### src/hw/rtl/lba_pkg.sv
// Shared types and constants for the linked block allocator.
// Used by lba_ctrl, lba_datapath and linked_block_allocator; no dependencies.
package lba_pkg;

  localparam int BLK_W      = 6;   // block number field
  localparam int CNT_W      = 7;   // counts and scan pointer, hold 0..64
  localparam int LINK_W     = 7;   // signed link, all ones is end of chain
  localparam int BLK_SPAN   = 64;  // reach of the block number field
  localparam int ST_W       = 2;

  localparam logic [ST_W-1:0] ST_ALLOC   = 2'd0;
  localparam logic [ST_W-1:0] ST_NOSPACE = 2'd1;
  localparam logic [ST_W-1:0] ST_INVALID = 2'd2;
  localparam logic [ST_W-1:0] ST_READ    = 2'd3;

  localparam logic [LINK_W-1:0] END_LINK = 7'h7F;

  // controller -> datapath
  typedef struct packed {
    logic            load_req;    // capture the accepted item
    logic            scan_clr;    // pointer and count back to zero
    logic            count_step;  // free-block counting pass, one block
    logic            pick_step;   // allocation pass, one block
    logic            tail_emit;   // emit the final block of the chain
    logic            rd_issue;    // read the link memory at the request index
    logic            rsp_emit;    // emit a single-result response
    logic [ST_W-1:0] rsp_status;
  } lba_cmd_t;

  // datapath -> controller
  typedef struct packed {
    logic op_read;
    logic size_zero;
    logic idx_bad;
    logic ptr_end;
    logic cur_free;
    logic cnt_zero;
    logic cnt_full;
    logic last_pick;
    logic slot_free;
  } lba_stat_t;

endpackage

### src/hw/rtl/lba_ctrl.sv
// Sequencer for the linked block allocator: decode, count pass, pick pass, responses.
// Depends on lba_pkg for the command and status structs and status codes.
module lba_ctrl
  import lba_pkg::*;
(
  input  logic      clk,
  input  logic      rst_n,
  input  logic      in_valid,
  output logic      in_ready,
  input  lba_stat_t stat,
  output lba_cmd_t  cmd
);

  localparam logic [2:0] S_IDLE  = 3'd0;
  localparam logic [2:0] S_CHECK = 3'd1;
  localparam logic [2:0] S_COUNT = 3'd2;
  localparam logic [2:0] S_PICK  = 3'd3;
  localparam logic [2:0] S_TAIL  = 3'd4;
  localparam logic [2:0] S_FAIL  = 3'd5;
  localparam logic [2:0] S_INVAL = 3'd6;
  localparam logic [2:0] S_RDOUT = 3'd7;

  logic [2:0] state_r;
  logic [2:0] state_nxt;

  assign in_ready = (state_r == S_IDLE);

  always_comb begin
    state_nxt = state_r;
    cmd       = '0;
    case (state_r)
      S_IDLE: begin
        if (in_valid) begin
          cmd.load_req = 1'b1;
          cmd.scan_clr = 1'b1;
          state_nxt    = S_CHECK;
        end
      end
      S_CHECK: begin
        if (stat.op_read) begin
          if (stat.idx_bad) begin
            state_nxt = S_INVAL;
          end else begin
            cmd.rd_issue = 1'b1;
            state_nxt    = S_RDOUT;
          end
        end else if (stat.size_zero) begin
          state_nxt = S_INVAL;
        end else begin
          state_nxt = S_COUNT;
        end
      end
      S_COUNT: begin
        // stop as soon as enough free blocks are seen
        if (stat.cnt_full) begin
          cmd.scan_clr = 1'b1;
          state_nxt    = S_PICK;
        end else if (stat.ptr_end) begin
          state_nxt = S_FAIL;
        end else begin
          cmd.count_step = 1'b1;
        end
      end
      S_PICK: begin
        // hold while a chained result cannot be placed
        if (!stat.cur_free || stat.cnt_zero || stat.slot_free) begin
          cmd.pick_step = 1'b1;
          if (stat.last_pick) state_nxt = S_TAIL;
        end
      end
      S_TAIL: begin
        if (stat.slot_free) begin
          cmd.tail_emit = 1'b1;
          state_nxt     = S_IDLE;
        end
      end
      S_FAIL: begin
        if (stat.slot_free) begin
          cmd.rsp_emit   = 1'b1;
          cmd.rsp_status = ST_NOSPACE;
          state_nxt      = S_IDLE;
        end
      end
      S_INVAL: begin
        if (stat.slot_free) begin
          cmd.rsp_emit   = 1'b1;
          cmd.rsp_status = ST_INVALID;
          state_nxt      = S_IDLE;
        end
      end
      S_RDOUT: begin
        if (stat.slot_free) begin
          cmd.rsp_emit   = 1'b1;
          cmd.rsp_status = ST_READ;
          state_nxt      = S_IDLE;
        end
      end
      default: state_nxt = S_IDLE;
    endcase
  end

  always_ff @(posedge clk) begin
    if (!rst_n) begin
      state_r <= S_IDLE;
    end else begin
      state_r <= state_nxt;
    end
  end

endmodule

### src/hw/rtl/lba_datapath.sv
// Datapath of the linked block allocator: occupied bits, link memory, scan
// pointer and counters, block-count register and the output register.
// Depends on lba_pkg; driven by lba_ctrl through lba_cmd_t.
module lba_datapath
  import lba_pkg::*;
#(
  parameter int NUM_BLOCKS = 64
) (
  input  logic              clk,
  input  logic              rst_n,
  input  lba_cmd_t          cmd,
  output lba_stat_t         stat,
  input  logic              in_opcode,
  input  logic [CNT_W-1:0]  in_file_size,
  input  logic [BLK_W-1:0]  in_block_index,
  input  logic              cfg_we,
  input  logic [CNT_W-1:0]  cfg_data,
  output logic              out_valid,
  input  logic              out_ready,
  output logic [ST_W-1:0]   out_status,
  output logic [BLK_W-1:0]  out_block,
  output logic              out_occupied,
  output logic [LINK_W-1:0] out_next_block,
  output logic              out_last
);

  // blocks past the 6-bit block field are never reachable
  localparam int DEPTH = (NUM_BLOCKS < BLK_SPAN) ? NUM_BLOCKS : BLK_SPAN;
  localparam int IDX_W = $clog2(DEPTH);

  logic [CNT_W-1:0]  disk_cnt_r;
  logic [CNT_W-1:0]  usable;

  logic              op_r;
  logic [CNT_W-1:0]  size_r;
  logic [BLK_W-1:0]  idx_r;

  logic [CNT_W-1:0]  ptr_r, ptr_nxt;
  logic [CNT_W-1:0]  cnt_r, cnt_nxt;
  logic [BLK_W-1:0]  prev_r, prev_nxt;
  logic [DEPTH-1:0]  occ_r, occ_nxt;

  logic [LINK_W-1:0] link_mem [DEPTH];
  logic [LINK_W-1:0] rd_link_r;
  logic              lnk_we;
  logic [LINK_W-1:0] lnk_wdata;

  logic              out_valid_r, out_valid_nxt;
  logic [ST_W-1:0]   out_status_r, out_status_nxt;
  logic [BLK_W-1:0]  out_block_r, out_block_nxt;
  logic              out_occ_r, out_occ_nxt;
  logic [LINK_W-1:0] out_next_r, out_next_nxt;
  logic              out_last_r, out_last_nxt;

  logic              cur_free;
  logic              emit;
  logic [CNT_W:0]    cnt_inc;

  assign usable   = (disk_cnt_r > CNT_W'(DEPTH)) ? CNT_W'(DEPTH) : disk_cnt_r;
  assign cur_free = !occ_r[ptr_r[IDX_W-1:0]];
  assign cnt_inc  = {1'b0, cnt_r} + 1'b1;

  assign stat.op_read   = op_r;
  assign stat.size_zero = (size_r == '0);
  assign stat.idx_bad   = ({1'b0, idx_r} >= usable);
  assign stat.ptr_end   = (ptr_r >= usable);
  assign stat.cur_free  = cur_free;
  assign stat.cnt_zero  = (cnt_r == '0);
  assign stat.cnt_full  = (cnt_r == size_r);
  assign stat.last_pick = cur_free && (cnt_inc == {1'b0, size_r});
  assign stat.slot_free = !out_valid_r || out_ready;

  assign emit      = (cmd.pick_step && cur_free && (cnt_r != '0)) || cmd.tail_emit
                     || cmd.rsp_emit;
  assign lnk_we    = (cmd.pick_step && cur_free && (cnt_r != '0)) || cmd.tail_emit;
  assign lnk_wdata = cmd.tail_emit ? END_LINK : {1'b0, ptr_r[BLK_W-1:0]};

  always_comb begin
    ptr_nxt        = ptr_r;
    cnt_nxt        = cnt_r;
    prev_nxt       = prev_r;
    occ_nxt        = occ_r;
    out_status_nxt = out_status_r;
    out_block_nxt  = out_block_r;
    out_occ_nxt    = out_occ_r;
    out_next_nxt   = out_next_r;
    out_last_nxt   = out_last_r;

    if (cmd.scan_clr) begin
      ptr_nxt = '0;
      cnt_nxt = '0;
    end
    if (cmd.count_step) begin
      ptr_nxt = ptr_r + 1'b1;
      if (cur_free) cnt_nxt = cnt_inc[CNT_W-1:0];
    end
    if (cmd.pick_step) begin
      ptr_nxt = ptr_r + 1'b1;
      if (cur_free) begin
        cnt_nxt                      = cnt_inc[CNT_W-1:0];
        prev_nxt                     = ptr_r[BLK_W-1:0];
        occ_nxt[ptr_r[IDX_W-1:0]]    = 1'b1;
        // previous pick now knows its successor; the first pick has none yet
        if (cnt_r != '0) begin
          out_status_nxt = ST_ALLOC;
          out_block_nxt  = prev_r;
          out_occ_nxt    = 1'b1;
          out_next_nxt   = {1'b0, ptr_r[BLK_W-1:0]};
          out_last_nxt   = 1'b0;
        end
      end
    end
    if (cmd.tail_emit) begin
      out_status_nxt = ST_ALLOC;
      out_block_nxt  = prev_r;
      out_occ_nxt    = 1'b1;
      out_next_nxt   = END_LINK;
      out_last_nxt   = 1'b1;
    end
    if (cmd.rsp_emit) begin
      out_status_nxt = cmd.rsp_status;
      out_block_nxt  = '0;
      out_occ_nxt    = 1'b0;
      out_next_nxt   = END_LINK;
      out_last_nxt   = 1'b1;
      if (cmd.rsp_status == ST_READ) begin
        out_block_nxt = idx_r;
        if (occ_r[idx_r[IDX_W-1:0]]) begin
          out_occ_nxt  = 1'b1;
          out_next_nxt = rd_link_r;
        end
      end
    end

    if (emit)           out_valid_nxt = 1'b1;
    else if (out_ready) out_valid_nxt = 1'b0;
    else                out_valid_nxt = out_valid_r;
  end

  always_ff @(posedge clk) begin
    if (!rst_n) begin
      disk_cnt_r  <= CNT_W'(BLK_SPAN);
      occ_r       <= '0;
      out_valid_r <= 1'b0;
      ptr_r       <= '0;
      cnt_r       <= '0;
    end else begin
      if (cfg_we) disk_cnt_r <= cfg_data;
      occ_r       <= occ_nxt;
      out_valid_r <= out_valid_nxt;
      ptr_r       <= ptr_nxt;
      cnt_r       <= cnt_nxt;
    end
  end

  always_ff @(posedge clk) begin
    if (cmd.load_req) begin
      op_r   <= in_opcode;
      size_r <= in_file_size;
      idx_r  <= in_block_index;
    end
    prev_r       <= prev_nxt;
    out_status_r <= out_status_nxt;
    out_block_r  <= out_block_nxt;
    out_occ_r    <= out_occ_nxt;
    out_next_r   <= out_next_nxt;
    out_last_r   <= out_last_nxt;
  end

  // links are only read for occupied blocks, so the memory needs no reset
  always_ff @(posedge clk) begin
    if (lnk_we) link_mem[prev_r[IDX_W-1:0]] <= lnk_wdata;
    if (cmd.rd_issue) rd_link_r <= link_mem[idx_r[IDX_W-1:0]];
  end

  assign out_valid      = out_valid_r;
  assign out_status     = out_status_r;
  assign out_block      = out_block_r;
  assign out_occupied   = out_occ_r;
  assign out_next_block = out_next_r;
  assign out_last       = out_last_r;

endmodule

### src/hw/rtl/linked_block_allocator.sv
// Linked block allocator: occupied bitmap plus next-block link table.
// Request channel in_*, result channel out_*, both valid/ready; one config
// register, the usable block count, written through cfg_we / cfg_data.
// An allocate item (opcode 0) takes the lowest free blocks up to file_size,
// marks and chains them, and returns one result per block (status 0, block,
// successor or -1, last on the final one). Too few free blocks gives one
// status 1 result; a zero size gives one status 2 result; state is untouched.
// A read item (opcode 1) returns one block's occupied bit and link (status 3),
// or status 2 when the index is at or beyond the usable count.
// The user must write the config register only while idle; the block does
// not enforce this. One item at a time. A read or a zero size goes through
// the check state to the read-out or invalid state, which loads its result.
// An allocate makes a counting pass over the blocks, one block per cycle,
// then a pick pass at one block per cycle emitting each chained block as its
// successor is found, and the final block after the last pick. Too few free
// blocks gives its result when the counting pass reaches the usable count.
// Results sit in an output register; a new item is accepted the cycle after
// the final result is loaded, while that result waits. A stalled receiver
// holds the pick pass in place; the scan pointer restarts at block 0 for it.
// Reset (rst_n low, synchronous) frees every block and sets the block count to 64.
module linked_block_allocator
  import lba_pkg::*;
#(
  parameter int NUM_BLOCKS = 64
) (
  input  logic                     clk,
  input  logic                     rst_n,
  input  logic                     in_valid,
  output logic                     in_ready,
  input  logic                     in_opcode,
  input  logic [CNT_W-1:0]         in_file_size,
  input  logic [BLK_W-1:0]         in_block_index,
  output logic                     out_valid,
  input  logic                     out_ready,
  output logic [ST_W-1:0]          out_status,
  output logic [BLK_W-1:0]         out_block,
  output logic                     out_occupied,
  output logic signed [LINK_W-1:0] out_next_block,
  output logic                     out_last,
  input  logic                     cfg_we,
  input  logic [CNT_W-1:0]         cfg_data
);

  lba_cmd_t          cmd;
  lba_stat_t         stat;
  logic [LINK_W-1:0] next_raw;

  lba_ctrl u_ctrl (
    .clk      (clk),
    .rst_n    (rst_n),
    .in_valid (in_valid),
    .in_ready (in_ready),
    .stat     (stat),
    .cmd      (cmd)
  );

  lba_datapath #(
    .NUM_BLOCKS (NUM_BLOCKS)
  ) u_dp (
    .clk            (clk),
    .rst_n          (rst_n),
    .cmd            (cmd),
    .stat           (stat),
    .in_opcode      (in_opcode),
    .in_file_size   (in_file_size),
    .in_block_index (in_block_index),
    .cfg_we         (cfg_we),
    .cfg_data       (cfg_data),
    .out_valid      (out_valid),
    .out_ready      (out_ready),
    .out_status     (out_status),
    .out_block      (out_block),
    .out_occupied   (out_occupied),
    .out_next_block (next_raw),
    .out_last       (out_last)
  );

  assign out_next_block = $signed(next_raw);

endmodule
### config.mk
export PLATFORM = sky130hd
export DESIGN_NAME = linked_block_allocator
export DESIGN_NICKNAME = d
export VERILOG_FILES = /design/src/hw/rtl/lba_pkg.sv /design/src/hw/rtl/lba_ctrl.sv /design/src/hw/rtl/lba_datapath.sv /design/src/hw/rtl/linked_block_allocator.sv
export SDC_FILE = /design/constraint.sdc
export NUM_CORES = 1
export LEC_CHECK = 0
export ABC_AREA = 1
export BUFFER_PORTS_ARGS = -buffer_cell sky130_fd_sc_hd__buf_4
export CAP_MARGIN = 20
export CORE_ASPECT_RATIO = 1.25
export CORE_MARGIN = 10
export CORE_UTILIZATION = 45
export DETAILED_ROUTE_END_ITERATION = 7
export PLACE_DENSITY = 0.68
export SLEW_MARGIN = 20
export SYNTH_ARGS = -nofsm -noshare
export SYNTH_HDL_FRONTEND = slang
export SYNTH_SLANG_ARGS = --single-unit
### constraint.sdc
create_clock -name clk -period 5.8 [get_ports clk]
set_input_delay 0.87 -clock clk [delete_from_list [all_inputs] [get_ports clk]]
set_output_delay 0.87 -clock clk [all_outputs]
set_load 0.005 [all_outputs]
==> flow_summary.json, run 1 <==
{
  "timing.fmax_mhz": 287,
  "finalSetupViolCount": 0,
  "r2r_cells": 13,
  "pin_count": 45,
  "die_y_um": 282,
  "worst_slack_ns": 2.32,
  "synth_adder_area_share_pct": 0.809,
  "worstSetupPathType": "flop to flop",
  "grt_pass1_vias": 17600,
  "fp-row-count": 96,
  "ant_nets": 0,
  "grt.busiest_layer": "met2",
  "required_ns": 6.04,
  "synth_top_family_by_area": "compound AO/OA/AOI/OAI gates",
  "numCtsBuffers": 54,
  "tightest_slew_ns": 1.07,
  "status": "completed",
  "yosysSeqAreaShare_pct": 66.9,
  "syn_nets": 2334,
  "die-width_um": 230,
  "hold_path.class": "primary input to flop",
  "drt-pass1-iter-count": 8,
  "finalPower_uw": 11400,
  "drive_above_1_share_pct": 7.35,
  "met1_usage_pct": 24.8,
  "vias": 18100,
  "drt-initial-drc-count": 2318,
  "grt_first_pass_wirelength_mm": 103,
  "core_area_um2": 54700,
  "endpoint_kind": "flop",
  "crit_fanout": 40,
  "rrSetupSlack_ns": 2.32,
  "drv_cap": 0,
  "place_hpwl_mm": 40.4,
  "crit_path_end": "u_dp.link_mem[6][0]$_DFFE_PP_",
  "syn_avg_cell_area_um2": 10.8,
  "crit_chain": "buf_4 > clkinv_4 > nand2_1 > nand3_1 > nand2_1 > o21ai_1 > nand2_1 > nor2_2 > and2_1 > nand4_2 > nand2_4 > nand2_4 > nor2_1",
  "gp_congestion": 0.909,
  "cts.sinks": 581,
  "root_buffer": "clkbuf_16",
  "postLayoutCellArea_um2": 27300,
  "start_util_pct": 45.3,
  "antenna_cells": 0,
  "via_per_inst": 5.93,
  "drc": 0,
  "slew_headroom_pct": 28.7,
  "yosysWarnings": 0,
  "synth-seq-cells": 581,
  "grt.total_usage_pct": 20.4,
  "synthXorXnorAreaFrac_pct": 0.531,
  "gr-total-overflow": 0,
  "synth-simple-area-share_pct": 13.5,
  "dp_slack_ns": 2.32,
  "grt_max_degree": 248,
  "path_clk_slew_ns": 0.07,
  "p_leak_uw": 0.00936,
  "grt_use_met2_pct": 34.9,
  "syn_area_um2": 24700,
  "area_growth_syn_to_layout_pct": 10.3,
  "drt_wl_total_mm": 67.9,
  "ctsLongestPathBuffers": 3,
  "crit_arrival_ns": 3.73,
  "layout.nets": 2312,
  "finalClockSkew_ns": 0.0142,
  "cpMaxStageDelayCell": "nor2_1",
  "synth_compound_area_share_pct": 13.7,
  "fin_crit_sh_pct": 60.1,
  "die_area_um2": 64800,
  "synth.area.mux_share_pct": 0,
  "ys_types": 37,
  "setup-tns-final_ns": 0,
  "post_cts_buffers": 0,
  "postPlaceCellArea_um2": 25600,
  "cp_slowest_stage_delay_ns": 0.53,
  "cp_common_cell": "nand2_1",
  "met3_usage_pct": 3.42,
  "cts_tree": "done",
  "netlist_instances": 2292,
  "holdWs_ns": 0.434,
  "antenna_found_initial": 0,
  "crit_path_start": "u_dp.ptr_r[0]$_SDFFE_PN0P_",
  "p_per_area_nw_per_um2": 418,
  "worstReg2RegStart": "u_dp.ptr_r[0]$_SDFFE_PN0P_",
  "reg2reg_to": "u_dp.link_mem[6][0]$_DFFE_PP_",
  "fin_crit_ns": 3.48,
  "start_kind": "flop",
  "avgRoutedWirePerCell_um": 22.3,
  "finalMaxSlewViolations": 0,
  "rsz0062_at_grt": "no",
  "port_buffers": 44,
  "hold_viol_final": 0,
  "cts_resized": 0,
  "cts-hold-fix-buffers": 0,
  "cts_htree_levels": 2,
  "clock_latency_ns": 0.62,
  "ir_worst_vdd_mv": 0.392
}
cells in the final DEF (no fill, tap or decap), types with 25 or more instances in the layout:
| cell type | n |
|---|---|
| o22ai_1 | 124 |
| nand3_1 | 132 |
| nor2_1 | 413 |
| clkbuf_16 | 55 |
| buf_4 | 53 |
| edfxtp_1 | 491 |
| nand2_1 | 168 |
| inv_1 | 129 |
| o211ai_1 | 25 |
| o21ai_0 | 333 |
| dfxtp_1 | 90 |
| a21oi_1 | 108 |
sequential cells by signal, indices dropped and copies added, names as in the netlist:
name                 flops
u_dp.out_status          2
u_dp.out_next_block      7
u_dp.rd_link_r           7
u_dp.out_last            1
u_dp.occ_r              64
u_dp.size_r              7
u_dp.disk_cnt_r          7
u_dp.out_block           6
u_dp.op_r                1
u_dp.prev_r              6
u_dp.out_valid           1
u_dp.cnt_r               7
u_dp.link_mem          448
u_dp.idx_r               6
u_ctrl.state_r           3
u_dp.out_occupied        1
u_dp.ptr_r               7
per-layer routing:
| metal | up-vias | wire [um] |
|---|---|---|
| li1 | 8156 | - |
| met1 | 8690 | 25700 |
| met2 | 1005 | 32800 |
| met3 | 213 | 6030 |
| met4 | 0 | 3350 |
| met5 | - | 0 |
per-stage QoR:
stage | instances | util, %
floorplan | 2292 | -
global placement | 2949 | 46.8
detailed placement | 2949 | 46.8
CTS | 3047 | 49.9
global route | 3047 | 49.9
finish | 3047 | 49.9
critical path, delay by kind of cell, from the launching register on:
kind / cells / cell delay, ns
AO/OA/AOI/OAI: 1 / 0.13
buffers and inverters: 2 / 0.55
flip-flops: 1 / 0.34
AND/OR/NAND/NOR: 10 / 2.06
how the worst min path moves through the flow:
stage,start,endpoint,slack [ns],depth (start not counted)
2_1_floorplan,u_dp.ptr_r[2]$_SDFFE_PN0P_,u_dp.prev_r[2]$_DFFE_PN_,0.43,0
3_3_place_gp,u_dp.occ_r[42]$_SDFFE_PN0N_,u_dp.occ_r[42]$_SDFFE_PN0N_,0.45,2
3_5_place_dp,u_dp.occ_r[42]$_SDFFE_PN0N_,u_dp.occ_r[42]$_SDFFE_PN0N_,0.46,2
4_1_cts,in_file_size[5],u_dp.size_r[5]$_DFFE_PP_,0.41,1
5_1_grt,in_block_index[4],u_dp.idx_r[4]$_DFFE_PP_,0.41,1
6_report,in_block_index[4],u_dp.idx_r[4]$_DFFE_PP_,0.43,1
area by class of cell:
type                       count  area (um^2)
fill                        4726        27400
sequential                   581        16500
multi-input combinational   1437         7120
clock buffer                  69         1430
tap                          735          920
inverter                     140          537
timing repair buffer          56          449
clock inverter                29          285
synth_stat cells:
library cell	number	area, um^2
edfxtp_1	491	14700
nor2_1	414	1550
o21ai_0	333	1670
nand2_1	174	653
inv_1	132	495
nand3_1	132	661
o22ai_1	124	776
a21oi_1	108	541
clkbuf_1	95	357
dfxtp_1	90	1800
o211ai_1	25	188
buf_2	19	95.1
o221ai_1	19	166
ha_1	16	200
nor3_1	16	80.1
nand4_1	14	87.6
xor2_1	12	105
nand2_4	9	101
buf_1	7	26.3
buf_6	7	78.8
nand3b_1	7	52.6
o21ai_1	7	35.0
or2_2	7	43.8
buf_4	6	45.0
nor2_2	5	31.3
clkinv_1	4	15.0
nor3_2	4	40.0
inv_2	3	11.3
xnor2_1	3	26.3
and2_1	2	12.5
a21o_1	1	7.51
a22oi_1	1	7.51
clkinv_4	1	8.76
nand4_2	1	12.5
nor4_1	1	6.26
o21a_1	1	7.51
o31ai_1	1	7.51
report_power, final:
group / internal, uW / total, uW / switching [uW]
Sequential: 4980 / 5100 / 117
Combinational: 690 / 2800 / 2110
Clock: 1960 / 3500 / 1540
Total: 7640 / 11400 / 3770
cells by family after synthesis:
group                      after synthesis
AOI/OAI and AO/OA                      620
xor gates and xnor gates                15
adders and majority gates               16
buffers and inverters                  274
DFF                                    581
and+or+nand+nor                        786
No activity file was read; power rests on OpenSTA's default activity.
==> run 2: changes to the inputs <==
--- a/config.mk
+++ b/config.mk
@@ -12,7 +12,7 @@
 export CORE_MARGIN = 10
 export CORE_UTILIZATION = 45
 export DETAILED_ROUTE_END_ITERATION = 7
-export PLACE_DENSITY = 0.68
+export PLACE_DENSITY = 0.71
 export SLEW_MARGIN = 20
 export SYNTH_ARGS = -nofsm -noshare
 export SYNTH_HDL_FRONTEND = slang
==> constraint.sdc (replaced) <==
create_clock -name clk -period 3.05 [get_ports clk]
set_input_delay 0.4575 -clock clk [delete_from_list [all_inputs] [get_ports clk]]
set_output_delay 0.4575 -clock clk [all_outputs]
set_load 0.005 [all_outputs]
==> run 2 against run 1 <==
  * The flow now finishes with violations (setup timing)
  * Fmax up 13%
  * Sequential share of layout area down 2.2 points
  * Via count up 1.2%
  * Critical path type unchanged
  * Largest cell class unchanged
==> flow_summary.json, run 2 (synthesis results as in run 1) <==
{
  "die_area_um2": 64800,
  "violations": "setup timing",
  "postLayoutCellArea_um2": 28300,
  "drv_cap": 0,
  "timing.fmax_mhz": 324,
  "port_buffers": 44,
  "endpoint_kind": "flop",
  "antenna_found_initial": 0,
  "hold_path.class": "primary input to flop",
  "final_common_cell": "edfxtp_1",
  "grt_pass1_vias": 18100,
  "worstSetupPathType": "flop to flop",
  "fin_crit_ns": 3.09,
  "start_util_pct": 45.3,
  "gr-total-overflow": 0,
  "grt_max_degree": 123,
  "path_clk_slew_ns": 0.06,
  "finalPower_uw": 22200,
  "finalClockSkew_ns": 0.0473,
  "via_per_inst": 5.87,
  "grt_first_pass_wirelength_mm": 104,
  "cts_htree_levels": 2,
  "rrSetupSlack_ns": -0.04,
  "ctsLongestPathBuffers": 3,
  "drive_above_1_share_pct": 12.6,
  "p_seq_share_pct": 43.5,
  "drc": 0,
  "postPlaceCellArea_um2": 26100,
  "ant_nets": 0,
  "worstReg2RegStart": "u_dp.ptr_r[1]$_SDFFE_PN0P_",
  "layout.nets": 2376,
  "p_clk_share_pct": 30.7,
  "avgRoutedWirePerCell_um": 22.1,
  "clock_latency_ns": 0.65,
  "gp_congestion": 0.957,
  "holdCritStartpoint": "in_block_index[4]",
  "p_int_uw": 14800,
  "hold_viol_final": 0,
  "tightest_slew_ns": 1.06,
  "fp-row-count": 96,
  "place_hpwl_mm": 43.5,
  "worst_slack_ns": -0.0360,
  "crit_arrival_ns": 3.35,
  "p_per_area_nw_per_um2": 784,
  "vias": 18300,
  "finalMaxSlewViolations": 0,
  "drt_wl_total_mm": 68.8,
  "crit_path_start": "u_dp.ptr_r[1]$_SDFFE_PN0P_",
  "pin_count": 45,
  "setup-tns-final_ns": -0.720,
  "slew_headroom_pct": 29.4,
  "antenna_cells": 0,
  "p_leak_uw": 0.00973,
  "ir_worst_vdd_mv": 0.508,
  "die-width_um": 230,
  "drt-initial-drc-count": 2537,
  "rsz0062_at_grt": "yes",
  "final_cell_mix": "491 x edfxtp_1, 355 x nor2_1, 333 x o21ai_0",
  "start_kind": "flop",
  "finalSetupViolCount": 33,
  "grt.total_usage_pct": 20.7,
  "numCtsBuffers": 55,
  "cts_tree": "done",
  "root_buffer": "clkbuf_16",
  "cts.sinks": 581,
  "fin_util_pct": 51.8,
  "die_y_um": 282,
  "area_growth_syn_to_layout_pct": 14.4,
  "drt-pass1-iter-count": 6,
  "status": "finished with violations",
  "fin_crit_sh_pct": 101,
  "largest_register_ffs": 448,
  "required_ns": 3.32,
  "comb_power_share_pct": 25.8,
  "switching_share_pct": 33.6,
  "core_area_um2": 54700,
  "crit_fanout": 8,
  "p_sw_uw": 7450
}
==> run 2: changes by cell type in the layout (fill, tap and decap cells not counted), moves of 3 or more <==
| cell | change |
|---|---|
| clkbuf_1 | -8 |
| inv_6 | +6 |
| dlygate4sd3_1 | +8 |
| clkinvlp_4 | +7 |
| buf_4 | +44 |
| nor2_2 | +24 |
| clkinv_4 | +3 |
| nand2_4 | -6 |
| buf_12 | +12 |
| nand2_2 | +6 |
| nor2_1 | -58 |
| nor2_4 | +34 |
==> run 2: final timing paths <==
path / endpoint / depth (start not counted)
min reg2reg: u_dp.disk_cnt_r[0]$_SDFFE_PN0P_ / 2
max reg2reg: u_dp.link_mem[10][5]$_DFFE_PP_ / 12
max: u_dp.link_mem[10][5]$_DFFE_PP_ / 12
min: u_dp.idx_r[4]$_DFFE_PP_ / 1
==> run 2: metal layers <==
| metal | routed length, um | vias up | GRT usage (%) |
|---|---|---|---|
| li1 | - | 8295 | - |
| met1 | 25800 | 8828 | 24.7 |
| met2 | 33500 | 957 | 35.5 |
| met3 | 5980 | 207 | 3.55 |
| met4 | 3410 | 0 | 10.6 |
| met5 | 0 | - | 0 |
==> run 2: cell type report <==
cell class,instances,area (um^2)
multi-input combinational,1437,7410
clock buffer,61,1400
inverter,140,537
fill,4636,26300
sequential,581,16500
clock inverter,42,420
timing repair buffer,119,1090
tap,735,920
==> run 2: power by group through the flow <==
stage          Combinational, uW  Clock [uW]  Sequential, uW
3_3_place_gp                5540           0            9810
3_5_place_dp                5560           0            9820
5_1_grt                     6210        7240            9670
6_report                    5730        6830            9650
2_1_floorplan               3400           0            9770
4_1_cts                     5590        6900            9650
==> run 2: timing repair <==
item | in CTS | in global routing
hold endpoints to repair | 8 | 0
pin swaps | 0 | 0
setup endpoints to repair | 46 | 446
resized for setup | 7 | 86
hold buffers | 8 | 0
setup buffers | 0 | 0
==> run 2: metrics by stage <==
stage / worst slack [ns] / hold WS [ns] / instances
after floorplan: 0.252 / 0.431 / 2292
after global placement: 0.0857 / 0.456 / 3003
after detailed placement: -0.0416 / 0.458 / 3003
after CTS: -0.00905 / 0.00180 / 3114
after global routing: -0.166 / 0.00638 / 3115
final: -0.0360 / 0.0207 / 3115
==> run 2: worst max-delay path, stage by stage, from the launching register on <==
cell and delay (ns):
dfxtp_1 0.43, nand2_1 0.16, inv_1 0.18, nand3_1 0.14
nand2_1 0.06, o21ai_1 0.21, nand2_1 0.11, nor2_2 0.12
and2_1 0.18, nand4_2 0.16, nand2_4 0.26, nand2_4 0.25
nor2_1 0.47
